$ cat src/rtl/qrs_fifo.sv
// ----------------------------------------------------------------------------
// Solver queue
// Small first-in first-out queue of register entries.
// ----------------------------------------------------------------------------
`default_nettype none

module qrs_fifo #(
    parameter int WIDTH = 8,
    parameter int DEPTH = 2
) (
    input  wire logic             i_clk,
    input  wire logic             i_rst_n,
    input  wire logic             i_push,
    input  wire logic [WIDTH-1:0] i_data,
    output logic                  o_full,
    input  wire logic             i_pop,
    output logic                  o_empty,
    output logic [WIDTH-1:0]      o_data
);

    localparam int PW = (DEPTH > 1) ? $clog2(DEPTH) : 1;
    localparam int CNW = $clog2(DEPTH + 1);

    logic [WIDTH-1:0] r_mem [DEPTH];
    logic [PW-1:0]    r_wr;
    logic [PW-1:0]    r_rd;
    logic [CNW-1:0]   r_cnt;
    logic             do_push;
    logic             do_pop;

    assign o_full  = (r_cnt == CNW'(DEPTH));
    assign o_empty = (r_cnt == '0);
    assign o_data  = r_mem[r_rd];
    assign do_push = i_push && !o_full;
    assign do_pop  = i_pop && !o_empty;

    always_ff @(posedge i_clk) begin
        if (!i_rst_n) begin
            r_wr  <= '0;
            r_rd  <= '0;
            r_cnt <= '0;
        end else begin
            if (do_push) begin
                r_wr <= (r_wr == PW'(DEPTH - 1)) ? '0 : r_wr + 1'b1;
            end
            if (do_pop) begin
                r_rd <= (r_rd == PW'(DEPTH - 1)) ? '0 : r_rd + 1'b1;
            end
            if (do_push && !do_pop) begin
                r_cnt <= r_cnt + 1'b1;
            end else if (do_pop && !do_push) begin
                r_cnt <= r_cnt - 1'b1;
            end
        end
    end

    always_ff @(posedge i_clk) begin
        if (do_push) begin
            r_mem[r_wr] <= i_data;
        end
    end

endmodule

`default_nettype wire

$ cat config.mk
export PLATFORM = sky130hd
export DESIGN_NAME = qrs_fifo
export DESIGN_NICKNAME = d
export VERILOG_FILES = /design/src/rtl/qrs_fifo.sv
export SDC_FILE = /design/constraint.sdc
export NUM_CORES = 1
export LEC_CHECK = 0
export BUFFER_PORTS_ARGS = -buffer_cell sky130_fd_sc_hd__buf_2
export CAP_MARGIN = 20
export CORE_MARGIN = 4
export CORE_UTILIZATION = 49
export DETAILED_ROUTE_END_ITERATION = 8
export GPL_ROUTABILITY_DRIVEN = 0
export PLACE_DENSITY = 0.78
export SETUP_SLACK_MARGIN = 0.3
export SLEW_MARGIN = 5
export SYNTH_ARGS = -nofsm -noshare
export SYNTH_HDL_FRONTEND = slang
export SYNTH_SLANG_ARGS = --single-unit
$ cat constraint.sdc
create_clock -name i_clk -period 2.1 [get_ports i_clk]
set_clock_uncertainty 0.15 [all_clocks]
set_input_delay 0.105 -clock i_clk [delete_from_list [all_inputs] [get_ports i_clk]]
set_output_delay 0.105 -clock i_clk [all_outputs]
set_load 0.03 [all_outputs]
== Word-level counts from Yosys, hierarchy flattened ==
Memories as Yosys holds them, arrays and structs flattened. A register that Yosys moved wholly into a read port is not among the register bits.
Index checks and enable logic that the tools add are counted.
Widths: inputs -> output; s select.
Cells by class
  add/subtract/negate cells: 4
  multiply operators: 0
  div/mod/pow operators: 0
  magnitude comparators: 0
  equal/unequal tests: 1
  shifts and indexed selects: 0
  mux-type cells: 8
  bitwise operators: 0
  reductions and logical operators: 10
Operators with widths (number)
  $mux 1: 6
  $logic_and 1x1->1: 4
  $logic_not 1->1: 4
  $mux 2: 2
  $add 1x1->1 const B: 2
  $add 2x1->2 const B: 1
  $eq 2x2->1 const B: 1
  $logic_not 2->1: 1
  $reduce_bool 2->1: 1
  $sub 2x1->2 const B: 1
Word-level totals
  flip-flop bits (word level): 4
  bits in latches: 0
  memory bits (writable): 16
  ROM bits: 0
  input bits: 12
  output and inout port bits: 10
  memories kept: 1
Memory list
  r_mem: depth 2, bits a word 8, read ports 1, clocked after Yosys merged registers in 1, wr ports 1, line 24  | logic [WIDTH-1:0] r_mem [DEPTH];

== Logic depth before layout (Yosys ltp) ==
Gate-level depths: netlist (run 1).
  word-level depth: 7
  depth in mapped cells: 7
  gate-level depth less buffers: 7

== Worst setup path before layout (run 1) ==
No wires, ideal clock.
  path type: register to register
  from: reg r_cnt[0]
  to: reg r_cnt[1]
  data arrival time: 1.482 ns
  data required time: 1.880 ns
  slack: 0.398 ns
  cell stages (with the launch flop): 7
  buffers on the path: 0
  path through: dfxtp_1 nand2b_1 inv_2 nor2_1 ha_1 or3_1 a21boi_1
Between the ends
  longest elaborated chain between the ends: 6
  elaborated cells on any way between the ends: 15
  those cells by class: add/sub: 2; eq/ne: 1; mux: 2; reduce/logical: 10
RTL lines
  start, declared: line 27  | logic [CNW-1:0] r_cnt;
  start signal, assigned: line 50  | r_cnt <= r_cnt + 1'b1;
  start signal, assigned: line 52  | r_cnt <= r_cnt - 1'b1;
  $eq 2x2->1 (*): line 31  | assign o_full = (r_cnt == CNW'(DEPTH));
  via o_full: line 15  | output logic o_full,
  $logic_not 1->1 (*): line 34  | assign do_push = i_push && !o_full;
  $logic_and 1x1->1 (*): line 34
  $logic_not 1->1: line 51  | end else if (do_pop && !do_push) begin
  $logic_and 1x1->1: line 51
  $reduce_bool 2->1 (no source line)
The timed path passes the listed nets; every way through them passes the cells marked *. The select of a mux whose other input is x is not followed.
A chain may end at the register's enable or synchronous reset.

== Final worst setup path (run 1) ==
  from: reg r_cnt[0]
  to: reg r_cnt[1]
Between the ends
  longest elaborated chain between the ends: 6
  elaborated cells on any way between the ends: 15
  those cells by class: add/sub: 2; eq/ne: 1; mux: 2; reduce/logical: 10
RTL lines (line)
  $eq 2x2->1 or $logic_not 2->1 (tied branches): 31, 32
  $logic_not 1->1, on equally long branches: 34, 35
  $logic_and 1x1->1, on equally long branches: 34, 35
  $logic_not 1->1, on equally long branches: 51, 49
  $logic_and 1x1->1, on equally long branches: 51, 49
  $reduce_bool 2->1 (no source line) or $mux 2 (tied branches)
Several ways; a longest one is shown, not always the timed one. The select of a mux whose other input is x is not followed.

==> results by group, run 1 <==
Outcome
  • Outcome: finished clean

Timing
  • Final hold violations: 0
  • Fin. max-slew vios: 0
  • Worst slew margin: 73.91%
  • Summed negative setup slack over all endpoints: 0 ps
  • Final period util: ~80%
  • Setup repair after global routing missed its margin: false
  • Shortest period the worst path allows: between 1500 and 2000 ps
  • Final number of setup-violating endpoints: 0
  • Peak Freq: slightly below 600 MHz
  • Transition time at the pin with the least slew margin: 391.4 ps

Floorplan
  • Initial core utilization: between 50% and 60%
  • I/O pins: 22
  • Std-Cell Core Area: 1541 sq um
  • Die Footprint: 2366 sq um
  • Number of cell rows: 14
  • DIE HEIGHT: 48.65 microns
  • Chip width: 48.65 microns

Global route
  • Met3 Use GR: 3.681%
  • Largest net degree at the start of global routing: 13
  • Met1 Resource Use GR: 14.51%
  • Global-route wire length before repair: around 2200 microns
  • GR Util All Layers: 11.65%
  • Via count of the first global-routing pass: 500
  • Routing usage on met2: 18.91%
  • Peak-usage layer in the global routing report: met2
  • Initial antenna violation count: 0
  • Remaining global-route overflow: 0

Finish
  • Share of layout cells above drive strength 1: 44.05%
  • Number of non-filler instances in the completed layout: 100
  • Antenna diode count: 0
  • Net count of the finished layout: 98
  • Reg area: 581.8 sq um
  • Syn-to-layout area delta: 30.45%
  • Number of fill cells: ~110
  • Multi-input combinational cell area: 216.5 sq um

Clock tree
  • Cell chosen for the clock root: sky130_fd_sc_hd__clkbuf_4
  • Clock H-tree levels: 1
  • Post-CTS setup buffer count: 0
  • TritonCTS sink count: 21
  • Clock edge transition at the registers on the reported setup and hold paths: ~110 ps
  • Clock buffers created by TritonCTS: 3
  • Clock tree from TritonCTS: done
  • Clock Tree Buf Depth: 2
  • Clock latency on the worst-skew pair: 290 ps

Detailed routing
  • Average vias per placed instance: 4.960
  • Number of remaining DRC errors: 0
  • Routed wire length per instance: 13.41 microns
  • Count of vias placed by the detailed router: 496
  • Total wire length: roughly 1300 microns
  • Antenna-violating nets left: 0
  • Count of TritonRoute iterations in the first routing pass: 3
  • Detailed Route Iter0 Violations: 7

Synthesis
  • Async S/R FF share, synth: 0%
  • Predominant post-synthesis flop cell: sky130_fd_sc_hd__edfxtp_1
  • Xor-xnor portion of the synthesized cell area: 3.246%
  • Cell types with the highest counts after synthesis: 16 x sky130_fd_sc_hd__edfxtp_1, 8 x sky130_fd_sc_hd__mux2_2, 5 x sky130_fd_sc_hd__dfxtp_1
  • Count of different cell masters after synthesis: 20
  • Number of synthesized register bits: 21
  • Main area contributors after synthesis: sky130_fd_sc_hd__edfxtp_1 59%, sky130_fd_sc_hd__dfxtp_1 12%, sky130_fd_sc_hd__mux2_2 11%, sky130_fd_sc_hd__and2_1 2.3%, sky130_fd_sc_hd__xnor2_1 2.2%
  • Fraction of the mapped netlist area in compound gates: 4.019%
  • Combinational family with the most area after synthesis: multiplexers
  • Avg Cell Area, Syn: around 16 sq um
  • Area share of the largest cell type after synthesis: 59.35%
  • Warnings, synthesis: 0
  • Sequential-to-total area share from yosys stat: a little under three quarters
  • Mapped Nets: 63
  • Synthesized instance count: 50
  • Arithmetic-cell share of the synthesized area counting full adders, half adders and majority gates: 1.546%
  • Most repeated cell in the gate-level netlist after synthesis: sky130_fd_sc_hd__edfxtp_1
  • Portion of netlist area occupied by mux cells: between 10% and 20%
  • Area fraction in and, or, nand and nor cells after synthesis: 6.801%
  • Number of synthesized flops with an enable pin: 16
  • Cell area after technology mapping: 809.5 sq um
  • Largest area contributor in the netlist: sky130_fd_sc_hd__edfxtp_1

Job
  • # Max-Cap Violations: 0

Placed design
  • Total placed cells including tap cells: 87
  • Number of buffers added on ports: 21

Pwr
  • Power density over cell area: ~1200 nW/um^2
  • Maximum ir drop on the vdd rail: 0.7728 mV
  • Leakage: between 0.0004 and 0.0005 uW

Critical path
  • Crit path kind: reg -> reg
  • Peak fanout along the critical path: 5
  • Data arrival at the endpoint of the critical path: 1770 ps
  • Type of origin of the critical path: flip-flop
  • Crit. End Element: flip-flop
  • WP data required: 2180 ps

Worst hold path
  • Hold crit path type: in -> reg
[power by group]
group | switching [uW] | internal, uW
registers | 57.0 | 532
logic | 274 | 198
clock network | 113 | 70.8
total | 444 | 801
[cells by family (layout without fill, tap and decap cells)]
family,count (synthesis),count (layout)
buffers and inverters,3,37
AND/OR/NAND/NOR,9,9
AO/OA/AOI/OAI,5,5
flip-flops,21,21
XOR/XNOR,3,3
multiplexers,8,8
adder cells (fa/ha/maj),1,1
[path summary, 6_finish.rpt]
path | start | endpoint | slack [ps] | depth (start not counted)
max | r_cnt[0] | r_cnt[1] | 420 | 6
min | i_push | r_wr | 20 | 3
max reg2reg | r_cnt[0] | r_cnt[1] | 420 | 6
min reg2reg | r_cnt[1] | r_cnt[1] | 400 | 2
[placed cells by master, fill, tap and decap left out]
cell	synthesis	layout
sky130_fd_sc_hd__a21boi_0	1	1
sky130_fd_sc_hd__a21boi_1	1	1
sky130_fd_sc_hd__and2_1	3	3
sky130_fd_sc_hd__and3_1	1	1
sky130_fd_sc_hd__buf_2	1	21
sky130_fd_sc_hd__buf_4	0	1
sky130_fd_sc_hd__clkbuf_4	0	3
sky130_fd_sc_hd__clkinv_2	0	1
sky130_fd_sc_hd__dfxtp_1	5	4
sky130_fd_sc_hd__dfxtp_2	0	1
sky130_fd_sc_hd__dlygate4sd3_1	0	9
sky130_fd_sc_hd__edfxtp_1	16	16
sky130_fd_sc_hd__ha_1	1	1
sky130_fd_sc_hd__inv_1	1	1
sky130_fd_sc_hd__inv_2	1	1
sky130_fd_sc_hd__mux2_2	8	8
sky130_fd_sc_hd__nand2b_1	1	1
sky130_fd_sc_hd__nor2_1	2	2
sky130_fd_sc_hd__nor3_2	1	1
sky130_fd_sc_hd__o21a_1	1	1
sky130_fd_sc_hd__o21ai_0	1	1
sky130_fd_sc_hd__o21ai_1	1	1
sky130_fd_sc_hd__or3_1	1	1
sky130_fd_sc_hd__xnor2_1	2	2
sky130_fd_sc_hd__xor2_1	1	1
[sequential cells by signal (all words and copies together) (netlist names), named ones only]
name	count
r_mem	16
r_cnt	2
r_rd	1
r_wr	1
[repair_timing]
item / 4_1_cts / 5_1_grt
gates resized for setup: 0 / 1
hold buffers: 9 / 0
hold endpoints to repair: 21 / 0
endpoints found under the setup margin: 0 / 1
[per-layer routing]
metal | wire length [microns] | vias up
li1 | - | 252
met1 | 573 | 226
met2 | 666 | 16
met3 | 92 | 2
met4 | 9 | 0
met5 | 0 | -
[worst max-delay path: stages (launching register included)]
cell,delay (ps)
sky130_fd_sc_hd__dfxtp_2,370
sky130_fd_sc_hd__nand2b_1,190
sky130_fd_sc_hd__inv_2,90
sky130_fd_sc_hd__nor2_1,40
sky130_fd_sc_hd__ha_1,300
sky130_fd_sc_hd__or3_1,350
sky130_fd_sc_hd__a21boi_1,140
[layout make-up]
type                       count  share of cell area [%]
clock buffer                   3                   2.133
clock inverter                 1                  0.4739
inverter                       2                  0.7109
multi-input combinational     26                   20.50
sequential                    21                   55.09
tap                           16                   1.896
timing repair buffer          31                   19.19
[through the flow]
step / hold slack [ps] / setup WS, ps / util, % / total power (uW) / cell area, sq um
6_report: 23.36 / 417.1 / 68.51 / 1245 / 1056
5_1_grt: 12.43 / 315.1 / 68.51 / 1321 / 1056
4_1_cts: 20.07 / 354.9 / 68.43 / 1253 / 1055
3_5_place_dp: 146.4 / 383.8 / 60.80 / 1060 / 937.1
3_3_place_gp: 142.9 / 467.0 / 60.80 / 1047 / 937.1
2_1_floorplan: 53.87 / 398.0 / - / 939.5 / 809.5
No activity file was read; power rests on OpenSTA's default activity.
==> inputs of run 2 (changes only) <==
==> constraint.sdc (replaced) <==
create_clock -name i_clk -period 1.65 [get_ports i_clk]
set_clock_uncertainty 0.15 [all_clocks]
set_input_delay 0.0825 -clock i_clk [delete_from_list [all_inputs] [get_ports i_clk]]
set_output_delay 0.0825 -clock i_clk [all_outputs]
set_load 0.03 [all_outputs]
==> run 2 against run 1 <==
Net effect:
- cell area increased by 17%
- clock power increased by 32%
- global-route usage increased by 4.9 points
- maximum frequency increased by 7.6%
- via count increased by 8.9%
- first-iteration DRC count decreased by 43%
- critical path type unchanged
- largest power group is now combinational cells
==> results by group, run 2 (same netlist as run 1, synthesis figures left out) <==
Clock tree
  • Clock H-tree levels: 1 (unchanged)
  • TritonCTS sink count: 21 (unchanged)
  • Clock tree from TritonCTS: done
  • Clock Tree Buf Depth: 2 (unchanged)
  • Clock latency on the worst-skew pair: 290 ps (about the same)
  • Cell chosen for the clock root: sky130_fd_sc_hd__clkbuf_4
  • Clock buffers created by TritonCTS: 3 (unchanged)
  • Clock edge transition at the registers on the reported setup and hold paths: 110 ps (about the same)

Global route
  • Initial antenna violation count: 0 (unchanged)
  • Largest net degree at the start of global routing: 13 (unchanged)
  • Remaining global-route overflow: 0 (unchanged)
  • Global-route wire length before repair: 2960 microns (+37%)
  • Via count of the first global-routing pass: 576 (+15%)
  • GR Util All Layers: 16.55% (+4.9 points)

Pwr
  • Share of power burned in the clock network: 12.5% (-2.3 points)
  • Power density over cell area: 1566 nW/um^2 (+33%)
  • Switching fraction of total power: 35.30% (-0.38 points)
  • Maximum ir drop on the vdd rail: 1.235 mV (+60%)
  • Leakage: 0.0005080 uW (+20%)
  • Proportion of power drawn by flip-flops and latches: 40.3% (-7.0 points)
  • Net switching power: 684.1 uW (+54%)
  • Internal portion of total power: 1254 uW (+57%)
  • Part of the total power dissipated in combinational logic: 47.2% (+9.3 points)

Detailed routing
  • WL met3: 61 microns (-34%)
  • Number of remaining DRC errors: 0 (unchanged)
  • Met1 layer wirelength in the final routing: 679 microns (+18%)
  • Antenna-violating nets left: 0 (unchanged)
  • Average vias per placed instance: 5.143 (+3.7%)
  • Detailed Route Iter0 Violations: 4 (-3)
  • Count of vias placed by the detailed router: 540 (+8.9%)
  • Highest routed layer: met4
  • Total wire length: 1686 microns (+26%)
  • Count of TritonRoute iterations in the first routing pass: 4 (+1)
  • Met2 wire length: 925 microns (+39%)
  • Routed wire length per instance: 16.06 microns (+20%)

Placed design
  • Placed wire-length estimate after detailed placement: between 900 and 1000 microns
  • DP Worst Slack: 14.00 ps (-369.8 ps)
  • Placed cell area: 980.9 sq um (+4.7%)
  • Number of buffers added on ports: 21 (unchanged)

Floorplan
  • Std-Cell Core Area: 1541 sq um (unchanged)
  • Initial core utilization: 52.52% (unchanged)
  • Number of cell rows: 14 (unchanged)
  • DIE HEIGHT: 48.65 microns (unchanged)
  • Chip width: 48.65 microns (unchanged)
  • Die Footprint: 2366 sq um (unchanged)
  • I/O pins: 22 (unchanged)

Critical path
  • Data arrival at the endpoint of the critical path: 1650 ps (-120 ps)
  • Peak fanout along the critical path: 3 (-2)
  • Crit. End Element: flip-flop
  • Worst r2r path cells: 7 (+1)
  • Type of origin of the critical path: flip-flop
  • Crit path kind: reg -> reg
  • WP data required: 1730 ps (-450 ps)

Timing
  • Summed negative setup slack over all endpoints: 0 ps (unchanged)
  • Final hold violations: 0 (unchanged)
  • Final period util: 94.76% (+15 points)
  • Fin. max-slew vios: 0 (unchanged)
  • Final number of setup-violating endpoints: 0 (unchanged)
  • Worst slew margin: 84.84% (+11 points)
  • Shortest period the worst path allows: 1564 ps (-119.3 ps)
  • Setup ws final: 86.45 ps (-330.7 ps)
  • Peak Freq: 639.6 MHz (+7.6%)
  • Transition time at the pin with the least slew margin: 227.3 ps (-164.1 ps)
  • Post-Route Hold Slack: 108.8 ps (+85.40 ps)
  • Setup repair after global routing missed its margin: true

Worst hold path
  • Hold Crit Depth: 4 (+1)
  • Hold crit path type: in -> reg

Finish
  • Share of layout cells above drive strength 1: 55.06% (+11 points)
  • Registers with the most flip-flops: r_mem (16), r_cnt (2)
  • Most frequent cells in the layout: 16 x sky130_fd_sc_hd__edfxtp_1, 12 x sky130_fd_sc_hd__buf_2, 10 x sky130_fd_sc_hd__dlygate4sd3_1
  • Net count of the finished layout: 103 (+5.1%)
  • Final non-filler cell area: 1237 sq um (+17%)
  • Final design utilization: 80.28% (+12 points)
  • Syn-to-layout area delta: 52.86%
  • Commonest non-fill, non-tap cell in the layout: sky130_fd_sc_hd__edfxtp_1
  • Number of fill cells: 97 (-13%)
  • Antenna diode count: 0 (unchanged)
  • Flip-flop count of the largest register after layout: 16 (unchanged)
  • Reg with most FFs: r_mem

Outcome
  • Outcome: finished clean

Job
  • # Max-Cap Violations: 0 (unchanged)
run 2: cell count changes in the layout (fill, tap and decap cells not counted), moves of 2 or more:
cell                      change
sky130_fd_sc_hd__buf_4        +4
sky130_fd_sc_hd__dfxtp_1      -2
sky130_fd_sc_hd__buf_6        +9
sky130_fd_sc_hd__mux2_4       +8
sky130_fd_sc_hd__dfxtp_4      +2
sky130_fd_sc_hd__mux2_2       -8
sky130_fd_sc_hd__buf_2        -9
run 2: through the flow:
step	std cells	power [uW]
global placement	88	1409
global route	105	2041
floorplan	50	1259
CTS	105	1904
detailed placement	88	1432
finish	105	1938
run 2: cell type report:
class,count,area (sq um),area share [%]
repair buffers,36,299.0,24.17
inverters,2,15.01,1.213
well taps,16,20.02,1.618
flip-flops and latches,21,589.3,47.62
multi-input cells,26,286.5,23.15
clock inverters,1,5.005,0.4044
clock buffers,3,22.52,1.820
run 2: layer usage:
| layer | global-route usage [%] | vias up |
|---|---|---|
| met1 | 19.52 | 264 |
| met3 | 3.067 | 2 |
| met5 | 0 | - |
| li1 | - | 262 |
| met4 | 8.072 | 0 |
| met2 | 28.48 | 12 |
run 2: critical path, cell delays in order, from the launching register on:
cell and delay [ps]:
sky130_fd_sc_hd__dfxtp_4 370, sky130_fd_sc_hd__nand2b_4 170, sky130_fd_sc_hd__inv_8 60, sky130_fd_sc_hd__nor2_4 30, sky130_fd_sc_hd__ha_4 150, sky130_fd_sc_hd__xor2_1 140, sky130_fd_sc_hd__or3_1 310, sky130_fd_sc_hd__a21boi_1 120
run 2: repair_timing:
action / CTS / global route
pin swaps: 2 / 1
gates resized for setup: 32 / 1
setup endpoints to repair: 27 / 22
buffers inserted: 3 / 0
hold buffers: 10 / 0
hold endpoints to repair: 21 / 0
run 2: worst paths after layout:
path / endpoint / from / slack [ps]
min reg2reg: r_cnt[1] / r_cnt[1] / 400
max reg2reg: r_cnt[1] / r_cnt[0] / 90
max: r_cnt[1] / r_cnt[0] / 90
min: flip-flop / i_pop / 110
run 2: power by group through the flow:
stage	Sequential [uW]	Combinational, uW	Clock [uW]
4_1_cts	776	882	246
6_report	781	914	243
5_1_grt	794	979	268
2_1_floorplan	730	530	0
3_5_place_dp	767	665	0
3_3_place_gp	761	648	0
